## src/rtl/sros_pkg.sv

```systemverilog
// ----------------------------------------------------------------------------
// Sprite row opaque span package
// Shared widths, register indexes and reset values for the span finder.
// ----------------------------------------------------------------------------
package sros_pkg;

    localparam int unsigned PIX_W      = 8;   // packed byte width
    localparam int unsigned COORD_W    = 8;   // column, row and size width
    localparam int unsigned LANES      = 4;   // most pixels one byte can hold
    localparam int unsigned CFG_DATA_W = 32;
    localparam int unsigned CFG_ADDR_W = 4;
    localparam int unsigned OUT_DATA_W = 3 * COORD_W;

    // Register indexes, taken from paddr[3:2].
    localparam logic [1:0] REG_BPP_MODE      = 2'd0;
    localparam logic [1:0] REG_SPRITE_WIDTH  = 2'd1;
    localparam logic [1:0] REG_SPRITE_HEIGHT = 2'd2;

    localparam logic               BPP_2 = 1'b0;
    localparam logic               BPP_4 = 1'b1;
    localparam logic [COORD_W-1:0] WIDTH_RESET  = 8'd8;
    localparam logic [COORD_W-1:0] HEIGHT_RESET = 8'd8;

    localparam logic [1:0] PAIR_MASK   = 2'h3;
    localparam logic [3:0] NIBBLE_MASK = 4'hF;

endpackage

```

## src/rtl/sprite_row_opaque_span.sv

```systemverilog
// ----------------------------------------------------------------------------
// Sprite row opaque span finder
// Scans packed sprite bytes row by row and reports, per row, the first
// nonzero column and one past the last nonzero column.
// ----------------------------------------------------------------------------
//
//  Channel  | Ports                    | Contents
//  ---------+--------------------------+---------------------------------------
//  input    | s_tvalid/s_tready/s_tdata | one packed pixel byte per request
//  result   | m_tvalid/m_tready/m_tdata | row_index, span_start, span_end
//           | m_tlast                  | last_row of the sprite
//  config   | APB psel/penable/...     | bpp_mode @0, sprite_width @4,
//           |                          | sprite_height @8
//
// One byte is accepted every cycle. A byte is held in the input register,
// where its pixels are evaluated together against the row state; a byte
// that completes a row loads the result register as it leaves the input
// register, so m_tvalid rises once the byte has passed the input register
// and then the result register. The input side stalls only when the held
// byte completes a row while the result register still holds a request
// that is not being taken. Reset (aresetn low, synchronous) empties both
// registers and restores the row state and the register defaults.
// ----------------------------------------------------------------------------
module sprite_row_opaque_span
    import sros_pkg::*;
(
    input  logic                  aclk,
    input  logic                  aresetn,

    input  logic                  s_tvalid,
    output logic                  s_tready,
    input  logic [PIX_W-1:0]      s_tdata,   // [7:0] pixel_byte

    output logic                  m_tvalid,
    input  logic                  m_tready,
    output logic [OUT_DATA_W-1:0] m_tdata,   // [7:0] row_index, [15:8] span_start,
                                             // [23:16] span_end
    output logic                  m_tlast,   // last_row

    input  logic                  psel,
    input  logic                  penable,
    input  logic                  pwrite,
    input  logic [CFG_ADDR_W-1:0] paddr,
    input  logic [CFG_DATA_W-1:0] pwdata,
    output logic [CFG_DATA_W-1:0] prdata,
    output logic                  pready
);

    // ------------------------------------------------------------------
    // Configuration registers
    // ------------------------------------------------------------------
    logic               bpp_mode_reg;
    logic [COORD_W-1:0] sprite_width_reg;
    logic [COORD_W-1:0] sprite_height_reg;
    logic               cfg_write;

    assign pready    = 1'b1;
    assign cfg_write = psel && penable && pwrite && pready;

    always_ff @(posedge aclk) begin
        if (!aresetn) begin
            bpp_mode_reg      <= BPP_2;
            sprite_width_reg  <= WIDTH_RESET;
            sprite_height_reg <= HEIGHT_RESET;
        end else if (cfg_write) begin
            unique case (paddr[3:2])
                REG_BPP_MODE:      bpp_mode_reg      <= pwdata[0];
                REG_SPRITE_WIDTH:  sprite_width_reg  <= pwdata[COORD_W-1:0];
                REG_SPRITE_HEIGHT: sprite_height_reg <= pwdata[COORD_W-1:0];
                default: ;
            endcase
        end
    end

    always_comb begin
        unique case (paddr[3:2])
            REG_BPP_MODE:      prdata = {{(CFG_DATA_W-1){1'b0}}, bpp_mode_reg};
            REG_SPRITE_WIDTH:  prdata = {{(CFG_DATA_W-COORD_W){1'b0}}, sprite_width_reg};
            REG_SPRITE_HEIGHT: prdata = {{(CFG_DATA_W-COORD_W){1'b0}}, sprite_height_reg};
            default:           prdata = '0;
        endcase
    end

    // ------------------------------------------------------------------
    // Input register and handshake
    // ------------------------------------------------------------------
    logic             p_valid_reg;
    logic [PIX_W-1:0] p_byte_reg;
    logic             m_tvalid_reg;
    logic             out_free;
    logic             row_done;
    logic             p_advance;
    logic             s_take;

    // The held byte moves on when it either completes no row or the result
    // register can take its result this cycle.
    assign out_free  = !m_tvalid_reg || m_tready;
    assign p_advance = p_valid_reg && (!row_done || out_free);
    assign s_tready  = !p_valid_reg || p_advance;
    assign s_take    = s_tvalid && s_tready;

    always_ff @(posedge aclk) begin
        if (!aresetn) begin
            p_valid_reg <= 1'b0;
        end else if (s_take) begin
            p_valid_reg <= 1'b1;
        end else if (p_advance) begin
            p_valid_reg <= 1'b0;
        end
    end

    always_ff @(posedge aclk) begin
        if (s_take) begin
            p_byte_reg <= s_tdata;
        end
    end

    // ------------------------------------------------------------------
    // Pixel evaluation for the held byte
    // ------------------------------------------------------------------
    logic [COORD_W-1:0] column_pos_reg, column_pos_next;
    logic [COORD_W-1:0] running_min_reg, running_min_next;
    logic [COORD_W-1:0] running_max_reg, running_max_next;
    logic [COORD_W-1:0] row_count_reg, row_count_next;

    logic [3:0]         lane_val [LANES];
    logic [COORD_W:0]   lane_col [LANES];
    logic [LANES-1:0]   lane_hit;
    logic [COORD_W:0]   first_col;
    logic [COORD_W:0]   last_end;
    logic               any_hit;
    logic [COORD_W-1:0] min_upd;
    logic [COORD_W-1:0] max_upd;
    logic [COORD_W:0]   pos_sum;
    logic               last_row;
    logic [COORD_W:0]   row_plus_one;

    always_comb begin
        for (int k = 0; k < LANES; k++) begin
            if (bpp_mode_reg == BPP_4) begin
                // Two nibbles, the low one leftmost.
                if (k < 2) begin
                    lane_val[k] = p_byte_reg[(k & 1)*4 +: 4] & NIBBLE_MASK;
                end else begin
                    lane_val[k] = 4'h0;
                end
            end else begin
                // Four pairs, the most significant one leftmost.
                lane_val[k] = {2'b00, p_byte_reg[(3-k)*2 +: 2] & PAIR_MASK};
            end
            lane_col[k] = {1'b0, column_pos_reg} + (COORD_W+1)'(k);
            lane_hit[k] = (lane_val[k] != 4'h0) && (lane_col[k] < {1'b0, sprite_width_reg});
        end
    end

    always_comb begin
        first_col = '0;
        last_end  = '0;
        for (int k = LANES - 1; k >= 0; k--) begin
            if (lane_hit[k]) begin
                first_col = lane_col[k];
            end
        end
        for (int k = 0; k < LANES; k++) begin
            if (lane_hit[k]) begin
                last_end = lane_col[k] + (COORD_W+1)'(1);
            end
        end
    end

    assign any_hit = |lane_hit;

    // The first nonzero pixel of a row always loads the minimum.
    assign min_upd = (any_hit && ((running_max_reg == '0) ||
                      (first_col < {1'b0, running_min_reg}))) ?
                     first_col[COORD_W-1:0] : running_min_reg;
    assign max_upd = (any_hit && (last_end > {1'b0, running_max_reg})) ?
                     last_end[COORD_W-1:0] : running_max_reg;

    assign pos_sum  = {1'b0, column_pos_reg} +
                      ((bpp_mode_reg == BPP_4) ? (COORD_W+1)'(2) : (COORD_W+1)'(4));
    assign row_done = (pos_sum >= {1'b0, sprite_width_reg});

    assign row_plus_one = {1'b0, row_count_reg} + (COORD_W+1)'(1);
    assign last_row     = (row_plus_one >= {1'b0, sprite_height_reg});

    always_comb begin
        column_pos_next  = column_pos_reg;
        running_min_next = running_min_reg;
        running_max_next = running_max_reg;
        row_count_next   = row_count_reg;
        if (p_advance) begin
            if (row_done) begin
                column_pos_next  = '0;
                running_min_next = sprite_width_reg;
                running_max_next = '0;
                row_count_next   = last_row ? '0 : row_plus_one[COORD_W-1:0];
            end else begin
                column_pos_next  = pos_sum[COORD_W-1:0];
                running_min_next = min_upd;
                running_max_next = max_upd;
            end
        end
    end

    always_ff @(posedge aclk) begin
        if (!aresetn) begin
            column_pos_reg  <= '0;
            running_min_reg <= WIDTH_RESET;
            running_max_reg <= '0;
            row_count_reg   <= '0;
        end else begin
            column_pos_reg  <= column_pos_next;
            running_min_reg <= running_min_next;
            running_max_reg <= running_max_next;
            row_count_reg   <= row_count_next;
        end
    end

    // ------------------------------------------------------------------
    // Result register
    // ------------------------------------------------------------------
    logic [OUT_DATA_W-1:0] m_tdata_reg;
    logic                  m_tlast_reg;
    logic                  emit;

    assign emit = p_advance && row_done;

    always_ff @(posedge aclk) begin
        if (!aresetn) begin
            m_tvalid_reg <= 1'b0;
        end else if (emit) begin
            m_tvalid_reg <= 1'b1;
        end else if (m_tready) begin
            m_tvalid_reg <= 1'b0;
        end
    end

    // An empty row reports a span of zero to zero.
    always_ff @(posedge aclk) begin
        if (emit) begin
            if (max_upd == '0) begin
                m_tdata_reg <= {{(2*COORD_W){1'b0}}, row_count_reg};
            end else begin
                m_tdata_reg <= {max_upd, min_upd, row_count_reg};
            end
            m_tlast_reg <= last_row;
        end
    end

    assign m_tvalid = m_tvalid_reg;
    assign m_tdata  = m_tdata_reg;
    assign m_tlast  = m_tlast_reg;

`ifndef SYNTHESIS
    // A reported span is never empty or reversed unless it is zero to zero.
    a_span_order: assert property (@(posedge aclk) disable iff (!aresetn)
        (m_tvalid && (m_tdata[23:16] != 8'd0)) |-> (m_tdata[15:8] < m_tdata[23:16]))
        else $error("span start not below span end");

    a_empty_span: assert property (@(posedge aclk) disable iff (!aresetn)
        (m_tvalid && (m_tdata[23:16] == 8'd0)) |-> (m_tdata[15:8] == 8'd0))
        else $error("empty row reported with nonzero start");

    // The input side stalls only when both registers are occupied and the result is not being taken.
    a_stall_cause: assert property (@(posedge aclk) disable iff (!aresetn)
        !s_tready |-> (p_valid_reg && m_tvalid_reg && !m_tready))
        else $error("input stalled without a blocked result");

    // A finished row always wraps the column position and clears the running maximum.
    a_row_wrap: assert property (@(posedge aclk) disable iff (!aresetn)
        emit |=> (column_pos_reg == '0) && (running_max_reg == '0))
        else $error("row state not cleared after a completed row");
`endif

endmodule
```

## config.mk

```make
export PLATFORM = sky130hd
export DESIGN_NAME = sprite_row_opaque_span
export DESIGN_NICKNAME = d
export VERILOG_FILES = /design/src/rtl/sros_pkg.sv /design/src/rtl/sprite_row_opaque_span.sv
export SDC_FILE = /design/constraint.sdc
export NUM_CORES = 1
export LEC_CHECK = 0
export BUFFER_PORTS_ARGS = -buffer_cell sky130_fd_sc_hd__buf_2
export CELL_PAD_IN_SITES_DETAIL_PLACEMENT = 1
export CELL_PAD_IN_SITES_GLOBAL_PLACEMENT = 2
export CORE_AREA = 2 2 133 135
export CTS_CLUSTER_SIZE = 14
export DETAILED_ROUTE_END_ITERATION = 8
export DIE_AREA = 0 0 135 137
export PLACE_DENSITY = 0.9
export SETUP_SLACK_MARGIN = 0.4
export SLEW_MARGIN = 10
export SYNTH_ARGS = -nofsm -noshare
export SYNTH_HDL_FRONTEND = slang
export SYNTH_SLANG_ARGS = --single-unit
```

## constraint.sdc

```tcl
create_clock -name aclk -period 6 [get_ports aclk]
set_clock_uncertainty 0.2 [all_clocks]
set_input_delay 0.6 -clock aclk [delete_from_list [all_inputs] [get_ports aclk]]
set_output_delay 0.6 -clock aclk [all_outputs]
set_load 0.02 [all_outputs]
```

==> flow_summary_export.csv <==
group,metric,value,unit
setup_path,cp_max_fo,10,
drt,drc,0,
placed_design,dp_hpwl,12.9,mm
placed_design,placed_area,6440,um2
pwr,powerDensity,216,nW/um2
drt,wl_per_cell,17.9,um
setup_path,worstReg2RegEnd,"m_tdata[10]",
cells_and_area,fin_area,6780,um2
cells_and_area,final_util,39.7,%
setup_path,r2r_cells,22,
worst_hold_path,min_path_type,"input pin to flip-flop",
clocking,cts-buffers-inserted,9,
clocking,cts-htree-levels,3,
setup_path,critical_path.top_delay_family,"compound AO/OA/AOI/OAI gates",
sta,tightestPinTransition,1.19,ns
sta,slew_violations,0,
floorplanning,std_cell_rows,48,
sta,post-route-period-util,86.4,%
logic_synthesis,synth.yosys.warnings,0,
sta,setup_violations,0,
logic_synthesis,yosysSeqAreaShare,34.0,%
flow_run,drv_cap,0,
cells_and_area,fillCellCount,2036,
drt,routed_wl,16.7,mm
clocking,cts_hold_buf,0,
grt,track_usage,18.4,%
setup_path,r2r_start,"column_pos_reg[1]",
sta,slew_headroom,20.5,%
drt,drtIter0Drc,214,
grt,grt_first_pass_wirelength,26.4,mm
worst_hold_path,min_path_cells,1,
floorplanning,dieArea,18500,um2
sta,setup_tns,0,ns
pwr,power.leakage,2.86,nW
sta,max_freq,193,MHz
setup_path,reg2reg_setup_slack,0.81,ns
drt,vias_per_cell,5.33,
grt,grt_overflow,0,
logic_synthesis,synth_cells,630,
logic_synthesis,post-synth-top-count-cell,"ha_1",
clocking,clock_sinks,83,
drt,drtPass1Iterations,4,
sta,rsz0062_at_grt,"no",
worst_hold_path,min-delay-start,"s_tdata[2]",
clocking,cts_tree,"done",
setup_path,path_class,"flip-flop to flip-flop",
placed_design,port_buffers,59,
setup_path,start_kind,"flip-flop",
setup_path,path_cells,"ha_1 > nand3_1 > xnor2_2 > ha_1 > a21o_1 > a211o_1 > a211o_1 > o21ai_2 > nand2b_2 > o21ai_1 > ha_1 > a21o_1 > a21oi_1 > o21ai_0 > o41ai_1 > buf_4 > o22ai_1 > a21oi_4 > buf_12 > mux2i_1 > buf_4 > nor3_1",
setup_path,worst_ep_arrival_time,5.07,ns
clocking,worstSkewPairLatency,0.35,ns
setup_path,max_stage_delay,0.49,ns
cells_and_area,areaGrowthSynthToFinish,15.5,%
clocking,clockBufferDepth,2,
setup_path,path_buf_inv,3,
floorplanning,start_util,34.4,%
floorplanning,die_y,137,um
grt,first_global_vias,5115,
floorplanning,die_w,135,um
grt,grt_max_degree,35,
pwr,vdd.ir_drop.worst,136,uV
logic_synthesis,yosysTopAreaCell,"dfxtp_1",
logic_synthesis,syn_avg_cell_area,9.31,um2
floorplanning,core,17100,um2
setup_path,crit_path_end_kind,"flip-flop",
worst_hold_path,hold_end,"p_byte_reg[2]",
logic_synthesis,synth_ff_type,"dfxtp_1",
cells_and_area,nets,818,
cells_and_area,antennaDiodeCount,0,
cells_and_area,drive_gt1_share,19.1,%
sta,layout_min_cycle_time,5.19,ns
setup_path,cp.required,5.88,ns
logic_synthesis,synth_area_leaders,"dfxtp_1 17%, edfxtp_1 17%, ha_1 14%",
placed_design,place_congestion,0.852,
sta,hold_violations,0,
clocking,root_buffer,"clkbuf_16",
floorplanning,io-pin-count,111,
logic_synthesis,synth_area,5870,um2
cells_and_area,largest_register_ffs,24,
logic_synthesis,ys_types,79,
clocking,clk_pin_slew_worst_paths,0.06,ns
logic_synthesis,synth_common_cells,"65 x ha_1, 56 x nor2_1, 50 x dfxtp_1",
logic_synthesis,synth-edff-count,33,
setup_path,path_common_cell,"ha_1",
grt,antenna_found_initial,0,
drt,postRouteAntennaNets,0,
logic_synthesis,ys_ff_latch,83,
drt,num_vias,4960,
setup_path,critPathSlowestCell,"dfxtp_2",
logic_synthesis,synthArstFlopShare,0,%
run_status,outcome,"finished clean",
logic_synthesis,synth_top_area_share,17.1,%
## through the flow
| stage | hold WS, ns | power (W) | worst slack (ns) | instances |
|---|---|---|---|---|
| 6_report | 0.229 | 0.00146 | 0.815 | 931 |
| 5_1_grt | 0.212 | 0.00153 | 0.448 | 931 |
| 4_1_cts | 0.216 | 0.00148 | 0.640 | 931 |
| 3_5_place_dp | 0.286 | 0.000900 | 0.680 | 915 |
| 3_3_place_gp | 0.277 | 0.000885 | 0.775 | 915 |
| 2_1_floorplan | 0.249 | 0.000827 | 1.08 | 653 |
## logic make-up after synthesis
group	after synthesis	share of synthesized area, %
XOR/XNOR	25	3.73
flip-flops	83	34.0
adder cells (fa/ha/maj)	66	14.2
AO/OA/AOI/OAI	153	19.1
multiplexers	31	5.99
buffers and inverters	99	8.38
AND/OR/NAND/NOR	171	14.5
other	2	0.128
## cell usage in the layout (no fill, tap or decap), drive strengths merged, types with 5 or more instances in the layout
| master | instances |
|---|---|
| a221o | 7 |
| conb | 25 |
| a22o | 10 |
| mux2i | 22 |
| a211oi | 5 |
| a22oi | 5 |
| o21ai | 31 |
| o22ai | 8 |
| clkbuf | 12 |
| a21oi | 36 |
| nor2 | 58 |
| nand4 | 5 |
| nor2b | 10 |
| nand2 | 32 |
| a32o | 8 |
| xor2 | 10 |
| o211ai | 6 |
| buf | 87 |
| xnor2 | 15 |
| nand2b | 5 |
| nor3 | 21 |
| o21a | 6 |
| edfxtp | 33 |
| and3 | 8 |
| dfxtp | 50 |
| ha | 65 |
| mux2 | 9 |
| nand3 | 12 |
| inv | 49 |
## power breakdown
group	switching (W)	total [W]	internal, W
Sequential	0.00000945	0.000612	0.000603
Clock	0.000230	0.000573	0.000343
Combinational	0.000171	0.000278	0.000107
## layer usage
metal  track usage (%)  routed length (um)  vias up  share of wire (%)
li1                  -                   -     2381                  -
met1              23.3                7510     2440                 45
met2              31.6                8140      116                 49
met3              3.56                 742       23                4.4
met4              5.79                 295        0                1.8
met5                 0                   0        -                  0
## worst register-to-register path, delay by kind of cell (launching register included)
family          cells  cell delay (ns)
buf+inv             3             0.48
fa+ha+maj           3             0.80
simple gates        3             0.37
flops               1             0.49
mux                 1             0.30
compound gates     11             2.07
xor+xnor            1             0.22
## layout make-up
type / instances / area (um2) / area share, %
Clock buffer: 12 / 289 / 4.27
Clock inverter: 4 / 26.3 / 0.388
Inverter: 49 / 184 / 2.71
Multi-Input combinational cell: 471 / 3480 / 51.4
Sequential cell: 83 / 1990 / 29.4
Tap cell: 225 / 282 / 4.16
Timing Repair Buffer: 87 / 518 / 7.65
## worst max-delay path by stage
stage / start / endpoint / cells past startpoint
CTS: column_pos_reg[1] / m_tdata[10] / 22
floorplan: column_pos_reg[1] / m_tdata[10] / 18
finish: column_pos_reg[1] / m_tdata[10] / 22
global placement: column_pos_reg[1] / m_tdata[10] / 22
global route: column_pos_reg[1] / running_min_reg[2] / 22
detailed placement: column_pos_reg[1] / m_tdata[10] / 22
## what timing repair did
item | in CTS | in global routing
gates resized for setup | 0 | 3
setup endpoints to repair | 0 | 15
buffers inserted | 0 | 0
No activity file was read; power rests on OpenSTA's default activity.
